==> config.mk <==
export PLATFORM = sky130hd
export DESIGN_NAME = osb_step_calc
export DESIGN_NICKNAME = d
export VERILOG_FILES = /design/src/hdl/osb_pkg.sv /design/src/hdl/osb_step_calc.sv
export SDC_FILE = /design/constraint.sdc
export NUM_CORES = 1
export LEC_CHECK = 0
export BUFFER_PORTS_ARGS = -buffer_cell sky130_fd_sc_hd__buf_4
export CORE_ASPECT_RATIO = 1.2
export CORE_MARGIN = 2
export CORE_UTILIZATION = 40
export CTS_CLUSTER_DIAMETER = 100
export DETAILED_ROUTE_END_ITERATION = 8
export PLACE_DENSITY = 0.66
export SYNTH_ARGS = -nofsm -noshare
export SYNTH_HDL_FRONTEND = slang
export SYNTH_SLANG_ARGS = --single-unit
export TNS_END_PERCENT = 50
==> constraint.sdc <==
create_clock -name clk -period 11.05 [get_ports clk]
set_clock_uncertainty 0.15 [all_clocks]
set_input_delay 1.6575 -clock clk [delete_from_list [all_inputs] [get_ports clk]]
set_output_delay 1.6575 -clock clk [all_outputs]
set_load 0.02 [all_outputs]
==> src/hdl/osb_pkg.sv <==
// ----------------------------------------------------------------------------
// osb_pkg
// Shared types, constants and the quarter-wave sine table of the oscillator bank.
// ----------------------------------------------------------------------------
package osb_pkg;

  // bank geometry
  localparam int VOICES       = 512;
  localparam int SINE_ENTRIES = 1024;  // power of two
  localparam int PHASE_BITS   = 24;

  localparam int VOICE_BITS = (VOICES > 1) ? $clog2(VOICES) : 1;
  localparam int SINE_BITS  = $clog2(SINE_ENTRIES);
  localparam int QTR_BITS   = SINE_BITS - 2;
  localparam int QTR        = 1 << QTR_BITS;
  localparam int QIDX_BITS  = QTR_BITS + 1;

  // field widths
  localparam int STEP_BITS     = 24;
  localparam int AMP_BITS      = 21;
  localparam int AMP_ONE       = 1 << 20;
  localparam int SAMPLE_BITS   = 24;
  localparam int SINE_MAG_BITS = 15;
  localparam int BRIGHT_BITS   = 8;
  localparam int BRIGHT_MAX    = 255;
  localparam int CFG_IDX_BITS  = 2;

  // register reset values
  localparam logic [STEP_BITS-1:0] LOW_STEP_RST  = 24'd38448;
  localparam logic [STEP_BITS-1:0] HIGH_STEP_RST = 24'd153791;
  localparam logic [AMP_BITS-1:0]  FADE_IN_RST   = 21'd1049;
  localparam logic [AMP_BITS-1:0]  FADE_OUT_RST  = 21'd105;

  // register indexes
  localparam logic [CFG_IDX_BITS-1:0] CFG_LOW_STEP  = 2'd0;
  localparam logic [CFG_IDX_BITS-1:0] CFG_HIGH_STEP = 2'd1;
  localparam logic [CFG_IDX_BITS-1:0] CFG_FADE_IN   = 2'd2;
  localparam logic [CFG_IDX_BITS-1:0] CFG_FADE_OUT  = 2'd3;

  // opcodes
  localparam logic OP_TRIGGER = 1'b0;
  localparam logic OP_TICK    = 1'b1;

  typedef struct packed {
    logic                   opcode;
    logic [8:0]             voice_index;
    logic [BRIGHT_BITS-1:0] brightness;
  } cmd_t;

  typedef struct packed {
    logic signed [SAMPLE_BITS-1:0] sample_left;
    logic signed [SAMPLE_BITS-1:0] sample_right;
  } result_t;

  typedef struct packed {
    logic [STEP_BITS-1:0]  step;
    logic [PHASE_BITS-1:0] phase;
    logic [AMP_BITS-1:0]   amp;
    logic                  fading;
  } voice_t;

  // trigger step calculation request and status
  typedef struct packed {
    logic                   go;
    logic [BRIGHT_BITS-1:0] brightness;
    logic [STEP_BITS-1:0]   low;
    logic [STEP_BITS-1:0]   high;
  } step_req_t;

  typedef struct packed {
    logic                 done;
    logic [STEP_BITS-1:0] step;
  } step_stat_t;

  typedef enum logic [2:0] {
    ST_CLEAR,
    ST_IDLE,
    ST_TRIG,
    ST_TICK,
    ST_DRAIN,
    ST_OUT
  } seq_state_t;

  typedef logic [SINE_MAG_BITS-1:0] sine_mag_t;
  typedef sine_mag_t sine_rom_t [QTR+1];

  // sin(pi/2 * z), z and result in Q30, odd 9th order polynomial
  function automatic longint unsigned quarter_sine(input longint unsigned z);
    longint unsigned z2;
    longint unsigned p;
    z2 = (z * z) >> 30;
    p  = 64'd172272;
    p  = 64'd5026996 - ((z2 * p) >> 30);
    p  = 64'd85569306 - ((z2 * p) >> 30);
    p  = 64'd693598669 - ((z2 * p) >> 30);
    p  = 64'd1686629713 - ((z2 * p) >> 30);
    return (z * p) >> 30;
  endfunction

  // magnitude table over the first quarter, end point included
  function automatic sine_rom_t build_sine_rom();
    sine_rom_t       rom;
    longint unsigned z;
    longint unsigned s;
    longint unsigned v;
    for (int i = 0; i <= QTR; i++) begin
      z = longint'(i) << (30 - QTR_BITS);
      s = quarter_sine(z);
      v = (s * 64'd32768 + 64'd536870912) >> 30;
      if (v > 64'd32767) begin
        v = 64'd32767;
      end
      rom[i] = SINE_MAG_BITS'(v);
    end
    return rom;
  endfunction

  localparam sine_rom_t SINE_ROM = build_sine_rom();

endpackage

==> src/hdl/osb_step_calc.sv <==
// ----------------------------------------------------------------------------
// osb_step_calc
// Maps a brightness onto a phase step: low + (high - low) * b / 255,
// truncated toward zero, on one shared multiplier: the product, then a
// reciprocal multiply for the divide by 255.
// ----------------------------------------------------------------------------
module osb_step_calc
  import osb_pkg::*;
(
  input  logic       clk,
  input  logic       rst,
  input  step_req_t  req,
  output step_stat_t stat
);

  localparam int DIVD_BITS   = STEP_BITS + BRIGHT_BITS;
  localparam int MUL_BITS    = 2 * DIVD_BITS;
  // ceil(2^39 / 255) gives the exact quotient for any 32 bit dividend
  localparam int RECIP_SHIFT = 39;
  localparam logic [DIVD_BITS-1:0] RECIP =
    DIVD_BITS'(((64'd1 << RECIP_SHIFT) + BRIGHT_MAX - 1) / BRIGHT_MAX);
  localparam logic [1:0] CNT_PROD  = 2'd0;
  localparam logic [1:0] CNT_RECIP = 2'd1;
  localparam logic [1:0] CNT_LAST  = 2'd2;

  logic                   run;
  logic                   done;
  logic [1:0]             cnt;
  logic [STEP_BITS-1:0]   absd;
  logic                   neg;
  logic [BRIGHT_BITS-1:0] bright;
  logic [DIVD_BITS-1:0]   prod;
  logic [STEP_BITS-1:0]   quot;
  logic [STEP_BITS-1:0]   step;

  logic [STEP_BITS:0]     diff;
  logic [DIVD_BITS-1:0]   mul_a;
  logic [DIVD_BITS-1:0]   mul_b;
  logic [MUL_BITS-1:0]    mul_p;
  logic [STEP_BITS-1:0]   quot_sgn;

  // one multiplier: difference times brightness, then times the reciprocal
  always_comb begin
    diff = {1'b0, req.high} - {1'b0, req.low};
    if (cnt == CNT_PROD) begin
      mul_a = DIVD_BITS'(absd);
      mul_b = DIVD_BITS'(bright);
    end else begin
      mul_a = prod;
      mul_b = RECIP;
    end
    mul_p    = MUL_BITS'(mul_a) * MUL_BITS'(mul_b);
    quot_sgn = neg ? (~quot + STEP_BITS'(1)) : quot;
  end

  always_ff @(posedge clk) begin
    if (rst) begin
      run  <= 1'b0;
      done <= 1'b0;
      cnt  <= '0;
    end else begin
      done <= 1'b0;
      if (req.go) begin
        run <= 1'b1;
        cnt <= '0;
      end else if (run) begin
        cnt <= cnt + 2'(1);
        if (cnt == CNT_LAST) begin
          run  <= 1'b0;
          done <= 1'b1;
        end
      end
    end
  end

  // operands and partial results
  always_ff @(posedge clk) begin
    if (req.go) begin
      neg    <= diff[STEP_BITS];
      absd   <= diff[STEP_BITS] ? STEP_BITS'(~diff + 1'b1) : diff[STEP_BITS-1:0];
      bright <= req.brightness;
    end else if (run) begin
      case (cnt)
        CNT_PROD:  prod <= mul_p[DIVD_BITS-1:0];
        CNT_RECIP: quot <= mul_p[RECIP_SHIFT +: STEP_BITS];
        CNT_LAST:  step <= req.low + quot_sgn;
        default:   ;
      endcase
    end
  end

  assign stat.done = done;
  assign stat.step = step;

endmodule

[Yosys cells after proc, flatten, opt, wreduce, memory -nomap -nowiden]
Index checks and enable logic that the tools add are counted.
Storage, ports and cells
  register bits: 117
  bits of input ports: 59
  output and inout port bits: 25
  logic and storage cells: 35
Cells by class
  add/sub/neg operators: 5
  multipliers: 1
  equality and inequality tests: 2
  mux-type cells: 8
  bitwise logic cells: 4
  reduce and logical (&&, ||, !) cells: 6
Operators with widths (count)
  32-bit two-way mux: 2
  32-bit by 32-bit multiplier with 63-bit output: 1
  24-bit by 1-bit adder with 24-bit output, second input constant: 2
  24-bit two-way mux: 2
  24-bit inverter: 2
  24-bit by 24-bit subtractor with 25-bit output: 1
  24-bit adder: 1
  3-bit AND reduction: 3
  1-bit two-way mux: 4
  3-bit OR reduction: 1
  2-bit by 1-bit adder with 2-bit output, second input constant: 1
  2-bit by 1-bit equality test with 1-bit output, second input constant: 1
  2-bit equality test, second input constant: 1
  2-bit logical NOT: 1
  1-bit inverter: 2
  2-bit OR reduction: 1

[Longest topological paths before layout]
Gate-level depths: netlist (run 1).
  depth in word-level cells: 4
  depth in mapped cells: 32
  depth with buffers taken out: 29

[Worst setup path before layout (run 1)]
Ideal clock, no wire load.
  path kind: reg2reg
  start point: register cnt[0]
  end point: register quot[17], data pin
  library setup time: 0.258 ns
  data arrival time: 7.451 ns
  required time: 10.642 ns
  path slack: 3.191 ns
  stages on the path, launching flop included: 29
  buffers on the path: 4
  period minus slack after synthesis: 7.859 ns
  cell sequence: dfxtp_1 inv_1 ha_1 clkbuf_1 clkbuf_1 clkbuf_1 and3_1 fa_1 inv_1 fa_1 inv_1 fa_1 fa_1 ha_1 inv_1 fa_1 inv_1 fa_1 inv_1 fa_1 inv_1 ha_1 clkbuf_1 nand4_1 o31ai_1 or3b_2 a221oi_1 nor3_1 o221a_2
On the way
  cells in the longest elaborated chain, start to end: 3
  elaborated cells between the ends (all ways): 4
  those cells by class: mul (1); mux (2); reduce/logical (1)
RTL lines
  start, declared: line osb_step_calc.sv:28  | logic [1:0] cnt;
  start signal, assigned: line osb_step_calc.sv:67  | cnt <= cnt + 2'(1);
  2-bit logical NOT *: line osb_step_calc.sv:45  | if (cnt == CNT_PROD) begin
  32-bit two-way mux: line osb_step_calc.sv:45
  32-bit by 32-bit multiplier with 63-bit output *: line osb_step_calc.sv:52  | mul_p = MUL_BITS'(mul_a) * MUL_BITS'(mul_b);
  named net mul_p[56]: line osb_step_calc.sv:39  | logic [MUL_BITS-1:0] mul_p;
  end signal, assigned: line osb_step_calc.sv:85  | CNT_RECIP: quot <= mul_p[RECIP_SHIFT +: STEP_BITS];
  end, declared: line osb_step_calc.sv:33  | logic [STEP_BITS-1:0] quot;
Mark *: on every way through the listed nets, which the timed path passes. The rest lies on a longest branch.
A chain may end at the register's enable or synchronous reset.

[Worst setup path in the final report (run 1)]
  start point: register cnt[0]
  end point: register quot[21], data pin
Same word-level chain as after synthesis.

==> results of run 1 <==
-- area by class of cell --
cell class | instances | area [sq um] | share of cell area
tap | 705 | 882 | 0.0375
clock buffer | 19 | 433 | 0.0184
multi-input combinational | 1708 | 16100 | 0.687
inverter | 442 | 1660 | 0.0706
antenna | 1 | 2.50 | 0.000106
clock inverter | 13 | 150 | 0.00639
sequential | 117 | 3470 | 0.148
timing repair buffer | 100 | 751 | 0.0319
-- per-stage QoR --
step	instance area, sq um	util
2_1_floorplan	21500	-
3_3_place_gp	22900	0.435
3_5_place_dp	22900	0.435
4_1_cts	23500	0.446
5_1_grt	23500	0.446
6_report	23500	0.446
-- critical path: cells and delay by family, from the launching register on --
kind,cells,cell delay [ns]
fa+ha+maj,9,4.11
compound gates,7,2.26
simple gates,4,1.09
buf+inv,7,0.81
flops,1,0.33
-- kinds of logic (layout without fill, tap and decap cells) --
| group | count (synthesis) | in the layout | synth area share |
|---|---|---|---|
| other cells | 2 | 49 | 0.000351 |
| buf+inv | 514 | 574 | 0.0907 |
| fa+ha+maj | 603 | 603 | 0.435 |
| mux | 8 | 8 | 0.00404 |
| xor+xnor | 123 | 123 | 0.0504 |
| flops | 117 | 117 | 0.162 |
| compound gates | 408 | 408 | 0.127 |
| simple gates | 518 | 518 | 0.130 |
-- placed cells by master (no fill, tap or decap), drive strengths merged, types with 7 or more instances in the layout --
| cell | count |
|---|---|
| a211oi | 13 |
| a21o | 80 |
| a21oi | 124 |
| a221oi | 11 |
| a31oi | 15 |
| and2 | 17 |
| and3 | 114 |
| and4 | 10 |
| buf | 100 |
| clkbuf | 19 |
| conb | 48 |
| edfxtp | 113 |
| fa | 234 |
| ha | 369 |
| inv | 446 |
| nand2 | 118 |
| nand2b | 27 |
| nand3 | 37 |
| nand4 | 17 |
| nor2 | 63 |
| nor2b | 38 |
| nor3 | 37 |
| nor4 | 7 |
| o211ai | 13 |
| o21a | 10 |
| o21ai | 63 |
| o21bai | 19 |
| o31ai | 18 |
| or2 | 7 |
| or3 | 10 |
| xnor2 | 96 |
| xor2 | 27 |
-- how the worst max path moves through the flow --
stage / cells after the start / to / startpoint
global placement: 27 / quot[21] / cnt[0]
finish: 27 / quot[21] / cnt[0]
floorplan: 28 / quot[17] / cnt[0]
global route: 27 / quot[21] / cnt[0]
CTS: 27 / quot[21] / cnt[0]
detailed placement: 27 / quot[21] / cnt[0]
-- per-layer routing --
layer  GRT usage  share of wire
met1       0.260           0.41
met2       0.398           0.51
met3      0.0247          0.031
met4      0.0946          0.045
met5           0              0
-- sequential cells by signal, indices dropped and copies added (netlist names) --
signal and count:
done 1, step 24, prod 32, bright 8, neg 1, run 1
absd 24, cnt 2, quot 24
==> metrics.yaml, run 1 <==
syn_avg_cell_area_sq_um: 9.32
yosys.area.top_type: "fa_1"
rsz0062_at_grt: "no"
setup_viol: 0
critPathRequiredTime_ns: 11.23
slew_headroom: 0.217
worstSetupEndpointType: "flip-flop"
worstHoldStart: "cnt[1]"
worst_pin_slew_ns: 1.17
ant_nets: 0
cts_tree: "built"
stdcell_count: 3105
start_util: 0.405
max_freq_mhz: 112
ys_types: 76
numCtsBuffers: 17
grt_use_total: 0.219
dpl_worst_slack_ns: 2.14
grt_max_degree: 74
timing.rr.end: "quot[21]"
seq_area_frac_synth: 0.162
dr.pass1.iters: 6
drc: 0
criticalPathCategory: "reg2reg"
syn_area_sq_mm: 0.0214
drv_slew: 0
whs_path_depth: 2
areaGrowthSynthToFinish_pct: 9.94
hold_viol: 0
crit_slowest_cell: "ha_4"
cp_common_cell: "inv_1"
fin_crit_ns: 8.90
cts_resized: 0
post-route-period-util: 0.806
row_count: 92
holdBufCountCts: 0
final_nets: 3048
post-dp-hpwl_um: 48900
hold_ws_ns: 0.413
worst_slack_ns: 2.15
port_buffers: 83
die_x_um: 215
grt_pass1_wl_um: 94700
synth_area_leaders: "fa_1 (22%), ha_1 (22%), edfxtp_1 (16%), inv_1 (7.8%), xnor2_1 (3.9%)"
finalSetupTns_ns: 0
status: "finished, final reports clean"
hold_end: "cnt[1]"
cts.path.max_buffers: 2
hold_path_class: "reg2reg"
routedWlPerCell_um: 18.8
first_iter_violations: 1097
numPlacedInstances: 3072
synth_ff_type: "edfxtp_1"
routed_wl_um: 58500
fp.dieArea_sq_mm: 0.0553
ys_ff_latch: 117
synth_warnings: 0
antenna_found_initial: 0
routed_via_density: 5.37
rr_startpoint: "cnt[0]"
cts_setup_buffers: 0
synth-async-reset-ratio: 0
rr_worst_depth: 27
cpPeakStageDelay_ns: 0.60
vias: 16700
reg2reg_slack_ns: 2.15
cts_root_buf: "clkbuf_16"
synth_edf_count: 113
overflow: 0
core_sq_mm: 0.0527
die_h_um: 257
fill_cells: 5095
synth_most_common_cell: "inv_1"
cp.arrival_ns: 9.08
maxCapViolCount: 0
cts.clk_slew.worst_paths_ns: 0.07
clock_latency_ns: 0.45
cp_max_fo: 73
drive_gt1_frac: 0.0663
crit_path_start_kind: "flip-flop"
grt_pass1_vias: 17500
synth_top_area_frac: 0.219
synth_common_cells: "inv_1 (442), ha_1 (369), fa_1 (234)"
io_pins: 84
clkSinkCount: 117
htreeDepth: 4
syn_inst: 2293
gp_congestion: 0.942
Power of run 1 is left out: the tool's default activity adds up to more than one toggle a clock period on the data nets, which glitch-free logic cannot reach.
==> run 2: changes to the inputs <==
--- a/config.mk
+++ b/config.mk
@@ -11,7 +11,7 @@
 export CORE_UTILIZATION = 40
 export CTS_CLUSTER_DIAMETER = 100
 export DETAILED_ROUTE_END_ITERATION = 8
-export PLACE_DENSITY = 0.66
+export PLACE_DENSITY = 0.68
 export SYNTH_ARGS = -nofsm -noshare
 export SYNTH_HDL_FRONTEND = slang
 export SYNTH_SLANG_ARGS = --single-unit
==> constraint.sdc (replaced) <==
create_clock -name clk -period 7.96 [get_ports clk]
set_clock_uncertainty 0.15 [all_clocks]
set_input_delay 1.194 -clock clk [delete_from_list [all_inputs] [get_ports clk]]
set_output_delay 1.194 -clock clk [all_outputs]
set_load 0.02 [all_outputs]
==> run 2 against run 1 <==
Effect of this change: first-iteration DRC count grew 6.1%; clock-buffer cell count down 2; sequential cell count is the same; hold slack better by 0.010 ns; via count increased by 1.2%; utilization is 0.91 points higher; sequential share of layout area is 0.30 points lower; final area up 2.0%; routed wire length up 0.22%; critical path depth shrank 2; fmax is 15% higher; critical path type unchanged; largest cell class unchanged.
==> metrics.yaml, run 2 (synthesized netlist as in run 1, its figures left out) <==
status: "finished, final reports clean"
hold_viol: 0  # unchanged
grt_pass1_vias: 17800  # +1.6%
die_h_um: 257  # unchanged
grt_use_total: 0.216  # -0.00276
core_sq_mm: 0.0527  # unchanged
drc: 0  # unchanged
io_pins: 84  # unchanged
areaGrowthSynthToFinish_pct: 12.2
slew_headroom: 0.252  # +0.0346
most-common-layout-cells: "inv_1 (442), ha_1 (367), fa_1 (234)"
critPathCapture: "quot[17]"
largest_reg_flops: 32  # unchanged
final_nets: 3098  # +1.6%
cp_max_fo: 37  # -49%
critPathRequiredTime_ns: 8.02  # -3.21 ns
grt_max_degree: 45  # -39%
cts_tree: "built"
fin_area_sq_mm: 0.0240  # +2.0%
crit_path_start_kind: "flip-flop"
setup_viol: 0  # unchanged
post-dp-hpwl_um: 49200  # +0.47%
die_x_um: 215  # unchanged
finalSetupTns_ns: 0  # unchanged
start_util: 0.405  # unchanged
rsz0062_at_grt: "yes"
cp-startpoint: "cnt[0]"
first_iter_violations: 1164  # +6.1%
worst_pin_slew_ns: 1.12  # -0.0519 ns
cts.path.max_buffers: 2  # unchanged
overflow: 0  # unchanged
fin_crit_ns: 7.71  # -1.19 ns
routedWlPerCell_um: 18.6  # -1.3%
reg2reg_slack_ns: 0.25  # -1.90 ns
insertedDiodeCount: 0  # -1
vias: 16900  # +1.2%
timing.rr.end: "quot[17]"
routed_via_density: 5.35  # -0.35%
row_count: 92  # unchanged
cts.clk_slew.worst_paths_ns: 0.07  # about the same
cpPeakStageDelay_ns: 0.53  # -0.07 ns
maxCapViolCount: 0  # unchanged
gp_congestion: 0.969  # +2.8%
stdcell_count: 3154  # +1.6%
rr_startpoint: "cnt[0]"
max_freq_mhz: 130  # +15%
dr.pass1.iters: 6  # unchanged
routed_wl_um: 58600  # +0.22%
post-route-period-util: 0.968  # +0.163
criticalPathCategory: "reg2reg"
holdBufCountCts: 0  # unchanged
numCtsBuffers: 17  # unchanged
top_register: "prod"
fp.dieArea_sq_mm: 0.0553  # unchanged
drive_gt1_frac: 0.0919  # +0.0256
numPlacedInstances: 3120  # +1.6%
cts_root_buf: "clkbuf_16"
grt_pass1_wl_um: 94000  # -0.80%
rr_worst_depth: 25  # -7.4%
worstSetupEndpointType: "flip-flop"
cp.arrival_ns: 7.77  # -1.31 ns
antenna_found_initial: 1  # +1
crit_slowest_cell: "fa_1"
port_buffers: 83  # unchanged
drv_slew: 0  # unchanged
ant_nets: 0  # unchanged
place_area_sq_mm: 0.0233  # +1.7%
hold_path_class: "reg2reg"
clock_latency_ns: 0.46  # about the same
final_common_cell: "inv_1"
clkSinkCount: 117  # unchanged
htreeDepth: 4  # unchanged
[run 2: how the worst min path moves through the flow]
stage               startpoint     end  slack [ns]  cells past startpoint
floorplan               cnt[1]  cnt[1]        0.36                      2
global placement        cnt[1]  cnt[1]        0.38                      2
detailed placement      cnt[0]  cnt[0]        0.41                      2
CTS                     cnt[0]  cnt[0]        0.42                      2
global route               run     run        0.44                      2
finish                     run     run        0.42                      2
[run 2: per-stage QoR]
stage,setup slack (ns),util,hold WS (ns)
2_1_floorplan,0.101,-,0.359
3_3_place_gp,0.135,0.442,0.381
3_5_place_dp,0.0636,0.442,0.405
4_1_cts,0.0398,0.453,0.424
5_1_grt,-0.0745,0.455,0.441
6_report,0.253,0.455,0.424
[run 2: final cells by class]
type,instances,area [sq um]
multi-input cells,1708,16200
clock buffers,17,425
clock inverters,15,159
fillers,5094,28700
flip-flops and latches,117,3470
well taps,705,882
repair buffers,150,1150
inverters,442,1660
[run 2: routing by layer]
metal  track usage  part of all wire  vias to the layer above
met5             0                 0                        -
met3        0.0230             0.033                      145
li1              -                 -                     7991
met4         0.102             0.051                        0
met2         0.394              0.51                      439
met1         0.254              0.40                     8312
[run 2: worst max-delay path: cells and delay by family (launching register included)]
family	cells	cell delay, ns
DFF	1	0.37
adders and majority gates	10	4.33
AOI/OAI and AO/OA	3	1.01
buffers and inverters	8	0.55
and+or+nand+nor	4	1.06
[run 2: timing repair]
item                       in CTS  in global routing
resized for setup               1                 19
pin swaps                       0                  4
setup buffers                   0                  2
setup endpoints to repair       1                 18
gates cloned                    0                  0
Power of run 2 is left out for the same reason.
==> run 3: changes to the inputs <==
--- a/config.mk
+++ b/config.mk
@@ -6,12 +6,12 @@
 export NUM_CORES = 1
 export LEC_CHECK = 0
 export BUFFER_PORTS_ARGS = -buffer_cell sky130_fd_sc_hd__buf_4
-export CORE_ASPECT_RATIO = 1.2
+export CORE_ASPECT_RATIO = 1.25
 export CORE_MARGIN = 2
-export CORE_UTILIZATION = 40
+export CORE_UTILIZATION = 35
 export CTS_CLUSTER_DIAMETER = 100
 export DETAILED_ROUTE_END_ITERATION = 8
-export PLACE_DENSITY = 0.68
+export PLACE_DENSITY = 0.62
 export SYNTH_ARGS = -nofsm -noshare
 export SYNTH_HDL_FRONTEND = slang
 export SYNTH_SLANG_ARGS = --single-unit
==> run 3 against run 2 <==
Effect of this change: sequential share of layout area decreased by 0.13 points; worst setup slack got worse by 0.025 ns; register-to-register slack got worse by 0.03 ns; non-clock buffer count increased by 20; first-iteration DRC count decreased by 12%; critical endpoint unchanged; critical path type unchanged; global-route usage decreased by 1.7 points; critical path depth increased by 1.
==> metrics.yaml, run 3 (synthesized netlist as in run 1, its figures left out) <==
critPathRequiredTime_ns: 8.04  # +0.02 ns
clock_latency_ns: 0.49  # +0.03 ns
worst_pin_slew_ns: 1.16  # +0.0355 ns
routed_via_density: 5.20  # -2.9%
core_sq_mm: 0.0605  # +15%
hold_path_class: "reg2reg"
holdBufCountCts: 0  # unchanged
insertedDiodeCount: 0  # unchanged
antenna_found_initial: 1  # unchanged
final_common_cell: "inv_1"
routed_wl_um: 60200  # +2.7%
drc: 0  # unchanged
place_area_sq_mm: 0.0235  # +1.0%
dr.pass1.iters: 5  # -1
fin_area_sq_mm: 0.0242  # +0.94%
reg2reg_slack_ns: 0.23  # -0.03 ns
ant_nets: 0  # unchanged
port_buffers: 83  # unchanged
rr_startpoint: "bright[4]"
fp.dieArea_sq_mm: 0.0631  # +14%
grt_use_total: 0.199  # -0.0174
grt_pass1_vias: 17800  # +0.079%
max_freq_mhz: 129  # -0.33%
final_nets: 3118  # +0.65%
worstHoldStart: "cnt[0]"
crit_path_start_kind: "flip-flop"
row_count: 101  # +9.8%
most-common-layout-cells: "inv_1 (442), ha_1 (368), fa_1 (234)"
gp_congestion: 0.939  # -3.1%
grt_pass1_wl_um: 96000  # +2.2%
routedWlPerCell_um: 18.6  # about the same
largest_reg_flops: 32  # unchanged
drv_slew: 0  # unchanged
grt_max_degree: 51  # +13%
cts.path.max_buffers: 2  # unchanged
timing.rr.end: "quot[17]"
areaGrowthSynthToFinish_pct: 13.2
fin_crit_ns: 7.73  # +0.0255 ns
post-route-period-util: 0.971  # +0.00320
io_pins: 84  # unchanged
post-dp-hpwl_um: 51200  # +4.1%
overflow: 0  # unchanged
criticalPathCategory: "reg2reg"
setup_viol: 0  # unchanged
die_x_um: 225  # +4.7%
numCtsBuffers: 17  # unchanged
clkSinkCount: 117  # unchanged
cp-startpoint: "bright[4]"
first_iter_violations: 1027  # -12%
hold_viol: 0  # unchanged
drive_gt1_frac: 0.0964  # +0.00452
vias: 16800  # -0.25%
rsz0062_at_grt: "yes"
maxCapViolCount: 0  # unchanged
cts_tree: "built"
rr_worst_depth: 26  # +4.0%
fill_cells: 6005  # +18%
cp_max_fo: 17  # -54%
hold_ws_ns: 0.407  # -0.0169 ns
status: "finished, final reports clean"
critPathCapture: "quot[17]"
cts_root_buf: "clkbuf_16"
start_util: 0.353  # -0.0523
top_register: "prod"
slew_headroom: 0.228  # -0.0237
die_h_um: 280  # +9.0%
cts.clk_slew.worst_paths_ns: 0.06  # about the same
cp.arrival_ns: 7.82  # +0.05 ns
htreeDepth: 4  # unchanged
worstSetupEndpointType: "flip-flop"
[run 3: cell count changes in the layout (fill, tap and decap cells not counted), sizes merged]
cell    delta
buf       +20
inv        -1
bufinv     +2
clkinv     -1
[run 3: final cells by class]
type	count	area, sq um	share of cell area
multi-input combinational	1708	16200	0.669
inverter	442	1660	0.0685
sequential	117	3470	0.143
clock buffer	17	425	0.0176
tap	772	966	0.0399
clock inverter	15	191	0.00791
timing repair buffer	170	1310	0.0539
[run 3: stage by stage]
step | worst slack, ns | TNS (ns) | std cells | utilization
floorplan | 0.101 | 0 | 2339 | -
global placement | 0.140 | 0 | 3207 | 0.389
detailed placement | 0.0426 | 0 | 3207 | 0.389
CTS | 0.00864 | 0 | 3239 | 0.399
global route | -0.0357 | -0.0357 | 3241 | 0.400
finish | 0.227 | 0 | 3241 | 0.400
[run 3: per-layer routing]
metal,up-vias,part of all wire,GRT usage
met1,8348,0.40,0.225
li1,8036,-,-
met3,115,0.034,0.0271
met5,-,0,0
met4,0,0.045,0.0948
met2,346,0.52,0.366
[run 3: worst max-delay path, cell delays in order, from the launching register on]
cell and delay (ns):
edfxtp_1 0.63, and3_1 0.33, fa_1 0.49, inv_1 0.05
fa_1 0.48, inv_1 0.05, fa_1 0.49, fa_1 0.53
ha_1 0.30, inv_1 0.05, fa_1 0.58, inv_1 0.07
fa_1 0.47, inv_1 0.05, fa_1 0.47, inv_1 0.04
ha_1 0.30, buf_4 0.15, inv_1 0.08, o21bai_1 0.14
a21oi_1 0.09, o21a_1 0.12, o31ai_2 0.10, or3b_2 0.54
a221oi_2 0.31, nor3_1 0.09, o221a_2 0.30
[run 3: worst min-delay path by stage]
stage | end | slack [ns] | cells past startpoint
after detailed placement | cnt[0] | 0.39 | 2
after global placement | cnt[1] | 0.38 | 2
after floorplan | cnt[1] | 0.36 | 2
after global routing | cnt[0] | 0.43 | 2
after CTS | cnt[0] | 0.41 | 2
final | cnt[0] | 0.41 | 2
[run 3: timing repair]
item / in CTS / in global routing
resized for setup: 0 / 11
setup buffers: 0 / 2
endpoints found under the hold margin: 0 / 0
endpoints found under the setup margin: 0 / 12
Power of run 3 is left out for the same reason.
